### src/design/hsv_to_rgb555_macros.svh
// Assertion macros for the HSV to RGB555 converter.
// Used by hsv_to_rgb555.sv; the macros expect signals clk and rst in scope.
`ifndef HSV_TO_RGB555_MACROS_SVH
`define HSV_TO_RGB555_MACROS_SVH
`ifndef SYNTHESIS
// Same-cycle implication, sampled on the rising edge of clk and off during reset.
`define H2R_ASSERT_IMPL(label, ante, cons) \
  label: assert property (@(posedge clk) disable iff (rst) (ante) |-> (cons)) \
    else $error("hsv_to_rgb555 same-cycle check failed");
// Next-cycle implication, sampled on the rising edge of clk and off during reset.
`define H2R_ASSERT_NEXT(label, ante, cons) \
  label: assert property (@(posedge clk) disable iff (rst) (ante) |=> (cons)) \
    else $error("hsv_to_rgb555 next-cycle check failed");
`else
`define H2R_ASSERT_IMPL(label, ante, cons)
`define H2R_ASSERT_NEXT(label, ante, cons)
`endif
`endif

### src/design/h2r_pkg.sv
// Package for the HSV to RGB555 converter: transaction types and fixed-point constants.
// No dependencies; imported by hsv_to_rgb555.
`default_nettype none
package h2r_pkg;

  localparam int unsigned HueW   = 15;
  localparam int unsigned FracW  = 13;
  localparam int unsigned LevelW = 5;

  localparam logic [FracW-1:0]  ONE_Q12      = 13'd4096;
  localparam logic [11:0]       SECTOR_UNITS = 12'd3840;
  localparam logic [HueW-1:0]   FULL_TURN    = 15'd23040;
  localparam logic [LevelW-1:0] LEVEL_MAX    = 5'd31;
  // floor(q / 15) == (q * RECIP15) >> RECIP_SHIFT for every q below 2^16.
  localparam logic [15:0]       RECIP15      = 16'd34953;
  localparam int unsigned       RECIP_SHIFT  = 19;

  typedef struct packed {
    logic [HueW-1:0]  hue;
    logic [FracW-1:0] saturation;
    logic [FracW-1:0] brightness;
  } hsv_t;

  typedef struct packed {
    logic [LevelW-1:0]   red_level;
    logic [LevelW-1:0]   green_level;
    logic [LevelW-1:0]   blue_level;
    logic [3*LevelW-1:0] packed_colour;
  } rgb_t;

endpackage
`default_nettype wire

### src/design/hsv_to_rgb555.sv
// HSV to RGB555 converter, a seven-stage pipeline.
// Depends on h2r_pkg and on hsv_to_rgb555_macros.svh for assertions.
//
// Usage:
//   A transaction enters when start is high and busy is low; busy is always
//   low, so one HSV triple can enter on every clock. The hue is in 1/64
//   degree, saturation and brightness in Q1.12 (4096 is one, larger values
//   clamp to one). A hue of 360 degrees or more gives grey.
//   Each result appears on rgb for exactly one cycle with done high, in the
//   order of entry. The receiver cannot stall the block and must take
//   every result when done is high.
//   Throughput is one transaction per clock; the latency is set by the seven
//   register stages: sector search, chroma multiply, chroma and sector
//   weight, X multiply, divide by 15 as a reciprocal multiply, channel
//   select with offset, and level scaling.
//   A synchronous reset clears all valid bits; transactions in flight are
//   dropped and no done pulse follows from them.
`default_nettype none
`include "hsv_to_rgb555_macros.svh"
module hsv_to_rgb555 (
  input  logic          clk,
  input  logic          rst,
  input  logic          start,
  output logic          busy,
  input  h2r_pkg::hsv_t hsv,
  output logic          done,
  output h2r_pkg::rgb_t rgb
);
  import h2r_pkg::*;

  // Stage 1: clamp and sector search.
  logic             s1_v;
  logic [HueW-1:0]  s1_hue;
  logic [FracW-1:0] s1_sat, s1_val;
  logic [2:0]       s1_sec;
  logic             s1_grey;
  // Stage 2: chroma product and offset within the sector.
  logic             s2_v;
  logic [25:0]      s2_prod;
  logic [FracW-1:0] s2_val;
  logic [11:0]      s2_within;
  logic [2:0]       s2_sec;
  logic             s2_grey;
  // Stage 3: chroma, grey offset, sector weight.
  logic             s3_v;
  logic [FracW-1:0] s3_chroma, s3_offset;
  logic [11:0]      s3_k;
  logic [2:0]       s3_sec;
  logic             s3_grey;
  // Stage 4: chroma times weight.
  logic             s4_v;
  logic [24:0]      s4_p;
  logic [FracW-1:0] s4_chroma, s4_offset;
  logic [2:0]       s4_sec;
  logic             s4_grey;
  // Stage 5: reciprocal product for the divide by 15.
  logic             s5_v;
  logic [31:0]      s5_qm;
  logic [FracW-1:0] s5_chroma, s5_offset;
  logic [2:0]       s5_sec;
  logic             s5_grey;
  // Stage 6: channel values including the offset.
  logic             s6_v;
  logic [FracW-1:0] s6_r, s6_g, s6_b;
  logic             s6_grey;

  logic [2:0]       sec_next;
  logic             grey_next;
  logic [HueW-1:0]  sec_base;
  logic [FracW-1:0] x5;
  logic [FracW-1:0] r_next, g_next, b_next;
  logic [LevelW-1:0] red_next, green_next, blue_next;

  assign busy = 1'b0;

  always_comb begin
    grey_next = 1'b0;
    priority if (hsv.hue < 15'd3840)  sec_next = 3'd0;
    else if (hsv.hue < 15'd7680)      sec_next = 3'd1;
    else if (hsv.hue < 15'd11520)     sec_next = 3'd2;
    else if (hsv.hue < 15'd15360)     sec_next = 3'd3;
    else if (hsv.hue < 15'd19200)     sec_next = 3'd4;
    else if (hsv.hue < FULL_TURN)     sec_next = 3'd5;
    else begin
      sec_next  = 3'd0;
      grey_next = 1'b1;
    end
  end

  always_comb begin
    unique case (s1_sec)
      3'd0:    sec_base = 15'd0;
      3'd1:    sec_base = 15'd3840;
      3'd2:    sec_base = 15'd7680;
      3'd3:    sec_base = 15'd11520;
      3'd4:    sec_base = 15'd15360;
      default: sec_base = 15'd19200;
    endcase
  end

  assign x5 = s5_qm[31:RECIP_SHIFT];

  always_comb begin
    r_next = s5_offset;
    g_next = s5_offset;
    b_next = s5_offset;
    if (!s5_grey) begin
      unique case (s5_sec)
        3'd0: begin r_next = s5_offset + s5_chroma; g_next = s5_offset + x5; end
        3'd1: begin r_next = s5_offset + x5; g_next = s5_offset + s5_chroma; end
        3'd2: begin g_next = s5_offset + s5_chroma; b_next = s5_offset + x5; end
        3'd3: begin g_next = s5_offset + x5; b_next = s5_offset + s5_chroma; end
        3'd4: begin r_next = s5_offset + x5; b_next = s5_offset + s5_chroma; end
        default: begin r_next = s5_offset + s5_chroma; b_next = s5_offset + x5; end
      endcase
    end
  end

  function automatic logic [LevelW-1:0] to_level(input logic [FracW-1:0] ch);
    logic [17:0] scaled;
    scaled = {ch, 5'b0} - {5'b0, ch};
    return (scaled[17:12] > {1'b0, LEVEL_MAX}) ? LEVEL_MAX : scaled[16:12];
  endfunction

  assign red_next   = to_level(s6_r);
  assign green_next = to_level(s6_g);
  assign blue_next  = to_level(s6_b);

  always_ff @(posedge clk) begin
    if (rst) begin
      s1_v <= 1'b0;
      s2_v <= 1'b0;
      s3_v <= 1'b0;
      s4_v <= 1'b0;
      s5_v <= 1'b0;
      s6_v <= 1'b0;
      done <= 1'b0;
    end else begin
      s1_v <= start && !busy;
      s2_v <= s1_v;
      s3_v <= s2_v;
      s4_v <= s3_v;
      s5_v <= s4_v;
      s6_v <= s5_v;
      done <= s6_v;
    end
  end

  always_ff @(posedge clk) begin
    s1_hue  <= hsv.hue;
    s1_sat  <= (hsv.saturation > ONE_Q12) ? ONE_Q12 : hsv.saturation;
    s1_val  <= (hsv.brightness > ONE_Q12) ? ONE_Q12 : hsv.brightness;
    s1_sec  <= sec_next;
    s1_grey <= grey_next;

    s2_prod   <= s1_val * s1_sat;
    s2_val    <= s1_val;
    s2_within <= 12'(s1_hue - sec_base);
    s2_sec    <= s1_sec;
    s2_grey   <= s1_grey;

    s3_chroma <= s2_prod[24:12];
    s3_offset <= s2_val - s2_prod[24:12];
    s3_k      <= s2_sec[0] ? (SECTOR_UNITS - s2_within) : s2_within;
    s3_sec    <= s2_sec;
    s3_grey   <= s2_grey;

    s4_p      <= s3_chroma * s3_k;
    s4_chroma <= s3_chroma;
    s4_offset <= s3_offset;
    s4_sec    <= s3_sec;
    s4_grey   <= s3_grey;

    // Divide by 3840 as a shift by 8 and a divide by 15.
    s5_qm     <= s4_p[23:8] * RECIP15;
    s5_chroma <= s4_chroma;
    s5_offset <= s4_offset;
    s5_sec    <= s4_sec;
    s5_grey   <= s4_grey;

    s6_r    <= r_next;
    s6_g    <= g_next;
    s6_b    <= b_next;
    s6_grey <= s5_grey;

    rgb.red_level     <= red_next;
    rgb.green_level   <= green_next;
    rgb.blue_level    <= blue_next;
    rgb.packed_colour <= {blue_next, green_next, red_next};
  end

  `H2R_ASSERT_IMPL(a_packed_matches, done, rgb.packed_colour == {rgb.blue_level, rgb.green_level, rgb.red_level})
  `H2R_ASSERT_IMPL(a_channels_in_range, s6_v, (s6_r <= ONE_Q12) && (s6_g <= ONE_Q12) && (s6_b <= ONE_Q12))
  `H2R_ASSERT_IMPL(a_grey_equal, s6_v && s6_grey, (s6_r == s6_g) && (s6_g == s6_b))
  `H2R_ASSERT_NEXT(a_offset_sum, s2_v, (s3_offset + s3_chroma) == $past(s2_val))
  `H2R_ASSERT_NEXT(a_result_follows, s6_v, done)

endmodule
`default_nettype wire
### config.mk
export PLATFORM = sky130hd
export DESIGN_NAME = hsv_to_rgb555
export DESIGN_NICKNAME = d
export VERILOG_FILES = /design/src/design/h2r_pkg.sv /design/src/design/hsv_to_rgb555.sv
export VERILOG_INCLUDE_DIRS = /design/src /design/src/design
export SDC_FILE = /design/constraint.sdc
export NUM_CORES = 1
export LEC_CHECK = 0
export BUFFER_PORTS_ARGS = -buffer_cell sky130_fd_sc_hd__buf_4
export CAP_MARGIN = 5
export CORE_MARGIN = 2
export CORE_UTILIZATION = 45
export CTS_CLUSTER_SIZE = 30
export DETAILED_ROUTE_END_ITERATION = 8
export PLACE_DENSITY = 0.62
export REMOVE_ABC_BUFFERS = 1
export SETUP_SLACK_MARGIN = 0.1
export SLEW_MARGIN = 5
export SYNTH_ARGS = -nofsm -noshare
export SYNTH_HDL_FRONTEND = slang
export SYNTH_SLANG_ARGS = --single-unit
### constraint.sdc
create_clock -name clk -period 4.9 [get_ports clk]
set_input_delay 0.245 -clock clk [delete_from_list [all_inputs] [get_ports clk]]
set_output_delay 0.245 -clock clk [all_outputs]
set_load 0.02 [all_outputs]
Word level (Yosys, flattened, before mapping)
Cells that the tools add are included.

storage, ports and cells
  register bits after elaboration = 330
  input port bits = 44

operators by class
  add/subtract/negate cells = 8
  multiply operators = 3
  reduce and logical (&&, ||, !) cells = 11
  equal/unequal tests = 8
  $lt $le $gt $ge = 11
  mux-type cells = 17

operator list
  operator                                                       count
  case mux 13 bit (2 select lines)                               3
  case mux 12 bit (5 select lines)                               1
  subtractor 18 x 13 -> 18 bit                                   3
  two-way mux 13 bit                                             3
  multiplier 16 x 16 -> 32 bit (second input constant)           1
  less-than comparator 15 x 14 -> 1 bit (second input constant)  2
  less-than comparator 15 bit (second input constant)            2
  adder 13 bit                                                   2
  > comparator 13 bit (second input constant)                    2
  multiplier 13 x 13 -> 25 bit                                   1
  multiplier 13 x 12 -> 24 bit                                   1
  > comparator 6 x 5 -> 1 bit (second input constant)            3
  less-than comparator 15 x 12 -> 1 bit (second input constant)  1
  less-than comparator 15 x 13 -> 1 bit (second input constant)  1
  two-way mux 5 bit                                              3
  OR reduction 2 bit                                             7
  subtractor 13 bit                                              1
  equality test 3 x 2 -> 1 bit (second input constant)           4
  two-way mux 12 bit                                             1
  subtractor 12 bit                                              1
  subtractor 12 bit (first input constant)                       1
  equality test 3 x 1 -> 1 bit (second input constant)           2
  equality test 3 bit (second input constant)                    2
  logical NOT 3 bit                                              2
  other kinds (5)                                                8

Longest topological paths before layout
Gate-level depths: netlist (run 1).

  depth after elaboration = 6
  depth in mapped cells = 21

Least setup slack after synthesis (run 1)
OpenSTA, ideal clock, no wires.

  path kind = reg2reg
  start = reg s1_sat[6]
  end = reg s2_prod[24]
  period minus slack after synthesis = 5.087 ns
  library setup time = 0.072 ns
  cell stages (with the launch flop) = 20
  slack = -0.187 ns
  arrival time = 5.015 ns
  cell sequence = dfxtp_1 > clkbuf_1 > nand2_1 > fa_1 > fa_1 > inv_1 > fa_1 > fa_1 > inv_1 > fa_1 > inv_1 > ha_1 > a21o_1 > a21oi_1 > o21ai_0 > a21oi_1 > a21oi_1 > or3_1 > a31oi_1 > xnor2_1

on the way
  cells in the longest elaborated chain, start to end = 1

ends and longest elaborated chain
  what                          RTL line              RTL
  start: declaration            hsv_to_rgb555.sv:34   logic [FracW-1:0] s1_sat, s1_val;
  start signal: assignment      hsv_to_rgb555.sv:151  s1_sat <= (hsv.saturation > ONE_Q12) ? ONE_Q12 : hsv.saturation;
  multiplier 13 x 13 -> 25 bit  hsv_to_rgb555.sv:156  s2_prod <= s1_val * s1_sat;
  end signal: assignment        hsv_to_rgb555.sv:156
  end: declaration              hsv_to_rgb555.sv:39   logic [25:0] s2_prod;

Every way passes these cells.
A chain may end at the register's enable or synchronous reset.

Final worst setup path (run 1)
  start = reg s1_val[6]
  end = reg s2_prod[24]

on the way
  cells in the longest elaborated chain, start to end = 1

ends and longest elaborated chain
  what                          RTL line              RTL
  start: declaration            hsv_to_rgb555.sv:34
  start signal: assignment      hsv_to_rgb555.sv:152  s1_val <= (hsv.brightness > ONE_Q12) ? ONE_Q12 : hsv.brightness;
  multiplier 13 x 13 -> 25 bit  hsv_to_rgb555.sv:156

Every way passes these cells.

==> summary.txt, run 1 <==
Final layout
  – Fraction of layout cells with a size suffix above 1: 16.7%
  – Commonest non-fill, non-tap cell in the layout: inv_1
  – Post-Layout Cell Count: 3228
  – Number of diodes: 0
  – Max reg flops: 16
  – Fill count: 4246
  – Register area: 0.00562 mm^2
  – Most frequent cells in the layout: inv_1 (423), nand2_1 (263), ha_1 (262)
  – Core Util, Final: 54.9%
  – Area of the multi-input gates: 0.0149 mm^2
  – Area delta synth->final: 19.9%
  – Largest Register: s4_p
  – Nets: 3166
  – Largest registers: s4_p (16), rgb (15)

Floorplanning
  – Chip width: 225 um
  – Die ar.: 0.0506 mm^2
  – Total core area: 0.0479 mm^2
  – Die height: 225 um
  – Rows: 80
  – Ports: 76
  – Initial Utilization: 45.8%

STA
  – Final Hold Violating Endpoints: 0
  – RSZ-0062 raised after global routing: yes
  – Slew HR: 27.6%
  – Period minus WS final: 5.02 ns
  – Worst slew pin tran: 1.09 ns
  – Fin worst setup slack: -0.122 ns
  – Final Max Slew Viols: 0
  – Final TNS setup: -0.122 ns
  – Layout Skew: 0.0257 ns
  – Final Cycle Share: 102%
  – Highest clock rate: 199 MHz
  – Setup-failing EPs final: 1

Critical path
  – Reg-to-reg startpoint: s1_val[6]
  – Crit path buffers/inverters: 5
  – Worst EP arrival: 5.48 ns
  – Crit-path cells: buf_12 -> and2_4 -> fa_1 -> inv_1 -> fa_1 -> inv_1 -> fa_1 -> inv_1 -> fa_1 -> inv_1 -> fa_1 -> ha_1 -> o2111ai_2 -> nor2_1 -> a22o_1 -> nand4_1 -> a21oi_2 -> or3_4 -> a31oi_4 -> xnor2_1
  – Worst setup path start: s1_val[6]
  – Max Fanout on Critical Path: 6
  – Reg2Reg Setup Slack: -0.12 ns
  – CP Capture Type: register
  – Most frequent CP cell: fa_1
  – Worst path required time: 5.35 ns
  – R2R cell count: 20
  – Slowest cell delay on critical path: 0.53 ns
  – Reg2reg end: s2_prod[24]
  – Crit path max-delay cell type: fa_1
  – Startpoint Class: register
  – Top Family by Delay on Critical Path: adder cells
  – WS Path Type: register to register

Placement
  – IO buf count: 74
  – Detail Placement HPWL: 39000 um
  – Placer Congestion: 0.913
  – Place WS: -0.361 ns
  – Inst Count DP: 3095

Routing
  – DR iter-0 viols: 670
  – WL/cell: 15.1 um
  – Vias per cell: 4.96
  – Final antenna-violating net count: 0
  – Pre-antenna DRT Iters: 5
  – Via count: 16000
  – Total wire length: 48900 um
  – DRC violation count after routing: 0

Synthesis
  – Area contributors post-synth: dfxtp_1 (25%), fa_1 (23%), ha_1 (16%)
  – Synth Instances: 2368
  – Syn. warnings: 0
  – Share of flip-flops with an asynchronous set or reset: 0%
  – Main synth FF type: dfxtp_1
  – Leading area contributor after synthesis: dfxtp_1
  – Synth Register Bits: 276
  – Seq/Total Area, Yosys: 25.1%
  – Yosys cell types: 70
  – Yosys top cell area share: 25.1%
  – Mean Syn Cell Area: 9.28 um^2
  – Mapped Area: 0.0220 mm^2
  – Post-synth EDFFs: 0

Worst hold path
  – Worst hold start: s3_offset[2]
  – Hold Path Depth: 0
  – Hold Crit Class: register to register
  – Hold Path End: s4_offset[2]

Clock tree
  – Clock latency on the worst-skew pair: 0.58 ns
  – CTS Sinks: 276
  – Clock buffer depth: 3
  – CTS buffer count: 30
  – Clock-pin slew on the worst setup and hold paths: 0.06 ns
  – CTS H-tree depth: 1
  – CTS tree: done
  – CTS root buffer: clkbuf_16

Global route
  – First-pass GRT wire length: 81500 um
  – GRT Residual Overflow: 0
  – GRT Total Usage: 19.8%
  – Initial antenna violation count: 0
  – Largest net degree at the start of global routing: 41
  – Vias in the first global route: 16800

Outcome
  – Status: finished, violations left
  – Violated checks: setup timing

Flow run
  – Number of max-cap violations: 0
[cell families (layout without fill, tap and decap cells)]
group	count (synthesis)	count (layout)	share of synthesized area, %
compound gates	284	284	8.48
simple gates	645	645	14.3
flops	276	276	25.1
buf+inv	532	777	9.36
other cells	1	1	0.0171
fa+ha+maj	532	532	38.8
mux	1	1	0.0455
xor+xnor	97	97	3.87
[layout make-up]
cell class / instances / share of cell area, %
well taps: 615 / 2.92
clock inverters: 21 / 0.931
flip-flops and latches: 276 / 21.3
clock buffers: 33 / 2.93
repair buffers: 282 / 9.04
inverters: 441 / 6.28
multi-input cells: 1560 / 56.5
[worst reg2reg max path: stages, from the launching register on]
cell and delay [ns]:
dfxtp_4 0.37, buf_12 0.13, and2_4 0.13, fa_1 0.53, inv_1 0.05, fa_1 0.50
inv_1 0.05, fa_1 0.47, inv_1 0.05, fa_1 0.47, inv_1 0.05, fa_1 0.43
ha_1 0.29, o2111ai_2 0.08, nor2_1 0.06, a22o_1 0.29, nand4_1 0.19, a21oi_2 0.09
or3_4 0.41, a31oi_4 0.20, xnor2_1 0.08
[synth_stat cells, types with 7 or more instances]
master	n
o21ai_0	61
and2_1	131
nand3_1	28
buf_4	16
dfxtp_1	276
nor3_1	26
nand2b_1	14
o21ai_1	23
nor2b_1	40
xnor2_1	72
xor2_1	25
fa_1	250
nand2_1	276
a21o_1	19
nand4_1	13
ha_1	281
a22oi_1	25
nor2_1	72
nor4_1	7
o21a_1	13
or3_1	13
inv_1	440
a21oi_1	56
and3_1	8
o211ai_1	8
clkbuf_1	73
[timing repair]
action                                  4_1_cts  5_1_grt
hold buffers                                 53        0
endpoints found under the setup margin       25       24
setup buffers                                14       13
endpoints found under the hold margin        49        0
gates resized for setup                     109       90
pin swaps                                    84       75
[metrics by stage]
stage | cell area (um^2) | hold WS (ns)
after floorplan | 21600 | 0.273
final | 26300 | 0.307
after CTS | 25900 | 0.290
after detailed placement | 23900 | 0.312
after global placement | 23900 | 0.311
after global routing | 26300 | 0.299
[per-layer routing]
| layer | vias up | share of wire [%] | global-route usage, % |
|---|---|---|---|
| li1 | 7911 | - | - |
| met1 | 7670 | 44 | 25.6 |
| met2 | 359 | 49 | 35.0 |
| met3 | 71 | 4.0 | 2.41 |
| met4 | 0 | 2.3 | 4.81 |
| met5 | - | 0 | 0 |
[worst max-delay path by stage]
stage | end | cells after the start
after floorplan | s2_prod[24] | 18
after global placement | s4_p[23] | 20
after detailed placement | s2_prod[24] | 18
after CTS | s2_prod[24] | 19
after global routing | s2_prod[24] | 19
final | s2_prod[24] | 20
Power of run 1 is left out: the tool's default activity adds up to more than one toggle a clock period on the data nets, which glitch-free logic cannot reach.
==> run 2: changes to the inputs <==
ABC_AREA = 1   (was not set)
==> run 2 against run 1 <==
Against the previous run:
- the run now ends clean
- cell count increased by 28%
- cell area up 6.8%
- register-to-register slack better by 0.40 ns
- first-iteration DRC count is 49% higher
- critical endpoint is now s4_p[21]
- largest cell class unchanged
==> summary.txt, run 2 <==
Outcome
  – Status: completed

Synthesis
  – Syn. warnings: 0 (unchanged)
  – Mapped Area: 0.0246 mm^2 (+12%)
  – Leading area contributor after synthesis: dfxtp_1
  – Share of flip-flops with an asynchronous set or reset: 0% (unchanged)
  – Synth Register Bits: 276 (unchanged)
  – Count leader, synth: nand2_1
  – Area contributors post-synth: dfxtp_1 (22%), fa_1 (20%), ha_1 (14%)
  – Post-synth EDFFs: 0 (unchanged)
  – Post-synth top cells: nand2_1 (818), inv_1 (779), ha_1 (281)
  – Mean Syn Cell Area: 7.55 um^2 (-19%)
  – Yosys cell types: 50 (-29%)
  – Synth Instances: 3257 (+38%)
  – Main synth FF type: dfxtp_1
  – Yosys top cell area share: 22.5% (-2.7 points)
  – Seq/Total Area, Yosys: 22.5% (-2.7 points)

Final layout
  – Nets: 3971 (+25%)
  – Area delta synth->final: 14.4%
  – Largest Register: s4_p
  – Largest registers: s4_p (16), rgb (15)
  – Fill count: 5197 (+22%)
  – Fraction of layout cells with a size suffix above 1: 9.01% (-7.7 points)
  – Max reg flops: 16 (unchanged)
  – Most frequent cells in the layout: nand2_1 (808), inv_1 (779), ha_1 (266)
  – Post-Layout Cell Count: 4116 (+28%)
  – Commonest non-fill, non-tap cell in the layout: nand2_1

Routing
  – Via count: 20100 (+25%)
  – Met1 wire length: 27700 um (+28%)
  – Routed wl met2: 26600 um (+11%)
  – DR iter-0 viols: 997 (+49%)
  – Pre-antenna DRT Iters: 5 (unchanged)
  – Highest routed layer: met4
  – WL/cell: 14.2 um (-6.3%)
  – Total wire length: 58400 um (+19%)
  – Final antenna-violating net count: 0 (unchanged)
  – Met3 wire length: 2230 um (+13%)
  – Vias per cell: 4.88 (-1.6%)
  – DRC violation count after routing: 0 (unchanged)

Floorplanning
  – Total core area: 0.0539 mm^2 (+12%)
  – Ports: 76 (unchanged)
  – Die height: 238 um (+5.7%)
  – Initial Utilization: 45.6% (-0.21 points)
  – Chip width: 238 um (+5.7%)
  – Die ar.: 0.0566 mm^2 (+12%)
  – Rows: 85 (+6.3%)

STA
  – Smallest hold slack: 0.301 ns (-0.00642 ns)
  – Final Max Slew Viols: 0 (unchanged)
  – Period minus WS final: 4.62 ns (-0.402 ns)
  – Layout Skew: 0.0370 ns (+0.0112 ns)
  – Final Hold Violating Endpoints: 0 (unchanged)
  – Slew HR: 37.7% (+10 points)
  – Setup-failing EPs final: 0 (-1)
  – RSZ-0062 raised after global routing: yes
  – Worst slew pin tran: 0.934 ns (-0.151 ns)
  – Final Cycle Share: 94.3% (-8.2 points)
  – Highest clock rate: 216 MHz (+8.7%)

Global route
  – GRT Residual Overflow: 0 (unchanged)
  – First-pass GRT wire length: 97800 um (+20%)
  – Vias in the first global route: 20000 (+19%)
  – Largest net degree at the start of global routing: 27 (-34%)
  – GRT Total Usage: 21.0% (+1.2 points)
  – Initial antenna violation count: 0 (unchanged)

Critical path
  – Crit-path cells: nand2_1 -> inv_1 -> fa_1 -> inv_1 -> fa_1 -> fa_1 -> inv_1 -> fa_1 -> inv_1 -> fa_1 -> inv_1 -> ha_4 -> nand2_1 -> nor2_1 -> inv_1 -> nor3_2 -> nand4_1 -> nand3_2 -> xor2_1
  – Slowest cell delay on critical path: 0.57 ns (+0.04 ns)
  – Crit path max-delay cell type: fa_1
  – CP Capture Type: register
  – Reg2reg end: s4_p[21]
  – R2R cell count: 19 (-5.0%)
  – WS Path Type: register to register
  – Worst path required time: 5.42 ns (+0.07 ns)
  – Reg-to-reg startpoint: s3_chroma[4]
  – Most frequent CP cell: inv_1
  – Reg2Reg Setup Slack: 0.28 ns (+0.40 ns)
  – Worst EP arrival: 5.14 ns (-0.34 ns)
  – Max Fanout on Critical Path: 6 (unchanged)
  – Startpoint Class: register

Clock tree
  – CTS tree: done
  – Clock buffer depth: 3 (unchanged)
  – CTS buffer count: 30 (unchanged)
  – CTS root buffer: clkbuf_16
  – CTS H-tree depth: 1 (unchanged)
  – Clock latency on the worst-skew pair: 0.59 ns (about the same)
  – Clock-pin slew on the worst setup and hold paths: 0.06 ns (about the same)
  – CTS Sinks: 276 (unchanged)

Placement
  – IO buf count: 74 (unchanged)
  – Placer Congestion: 0.932 (+2.1%)
  – Detail Placement HPWL: 47800 um (+23%)
  – Inst Count DP: 4007 (+29%)

Worst hold path
  – Hold Path Depth: 0 (unchanged)
  – Worst hold start: s4_chroma[8]
  – Hold Path End: s5_chroma[8]
  – Hold Crit Class: register to register

Flow run
  – Number of max-cap violations: 0 (unchanged)
## run 2: critical path: cells and delay by family (launching register included)
| kind | cells | cell delay [ns] |
|---|---|---|
| buffers and inverters | 6 | 0.37 |
| adders and majority gates | 6 | 2.95 |
| and+or+nand+nor | 6 | 0.77 |
| xor gates and xnor gates | 1 | 0.13 |
| DFF | 1 | 0.37 |
## run 2: layout make-up
class / instances / area [um^2] / share of cell area, %
antenna: 1 / 2.50 / 0.00889
clock buffer: 39 / 835 / 2.97
clock inverter: 16 / 279 / 0.992
inverter: 783 / 2940 / 10.4
multi-input combinational: 2114 / 16000 / 57.0
sequential: 276 / 5610 / 19.9
tap: 696 / 871 / 3.10
timing repair buffer: 191 / 1550 / 5.51
## run 2: worst max path at each step
stage | startpoint | endpoint | slack (ns) | cells after the start
3_3_place_gp | s3_k[5] | s4_p[21] | -0.03 | 19
5_1_grt | s3_chroma[6] | s4_p[21] | 0.04 | 18
6_report | s3_chroma[4] | s4_p[21] | 0.28 | 19
4_1_cts | s3_chroma[6] | s4_p[21] | 0.08 | 18
2_1_floorplan | s1_val[5] | s2_prod[24] | 0.33 | 19
3_5_place_dp | s3_k[5] | s4_p[21] | -0.06 | 19
## run 2: kinds of logic after synthesis
kind of cell | after synthesis | synth area share [%]
compound gates | 269 | 6.09
xor+xnor | 70 | 2.49
fa+ha+maj | 531 | 34.6
buf+inv | 867 | 13.5
flops | 276 | 22.5
other cells | 1 | 0.0152
simple gates | 1243 | 20.8
## run 2: timing repair
item | CTS | global route
setup buffers | 0 | 8
endpoints found under the hold margin | 49 | 0
cloned | 0 | 0
pin swaps | 0 | 31
hold buffers | 45 | 0
setup endpoints to repair | 12 | 24
gates resized for setup | 13 | 108
## run 2: stage by stage
step / instance area [um^2] / setup TNS (ns) / setup WS (ns) / utilization (%)
final: 28100 / 0 / 0.280 / 52.2
after global routing: 28100 / 0 / 0.0401 / 52.2
after CTS: 27700 / 0 / 0.0787 / 51.4
after detailed placement: 26100 / -0.0662 / -0.0597 / 48.4
after global placement: 26100 / -0.0255 / -0.0255 / 48.4
after floorplan: 24200 / 0 / 0.333 / -
## run 2: metal layers
layer / vias up / track usage, %
li1: 10200 / -
met1: 9400 / 28.9
met2: 409 / 34.8
met3: 118 / 2.28
met4: 0 / 6.46
met5: - / 0
Power of run 2 is left out for the same reason.
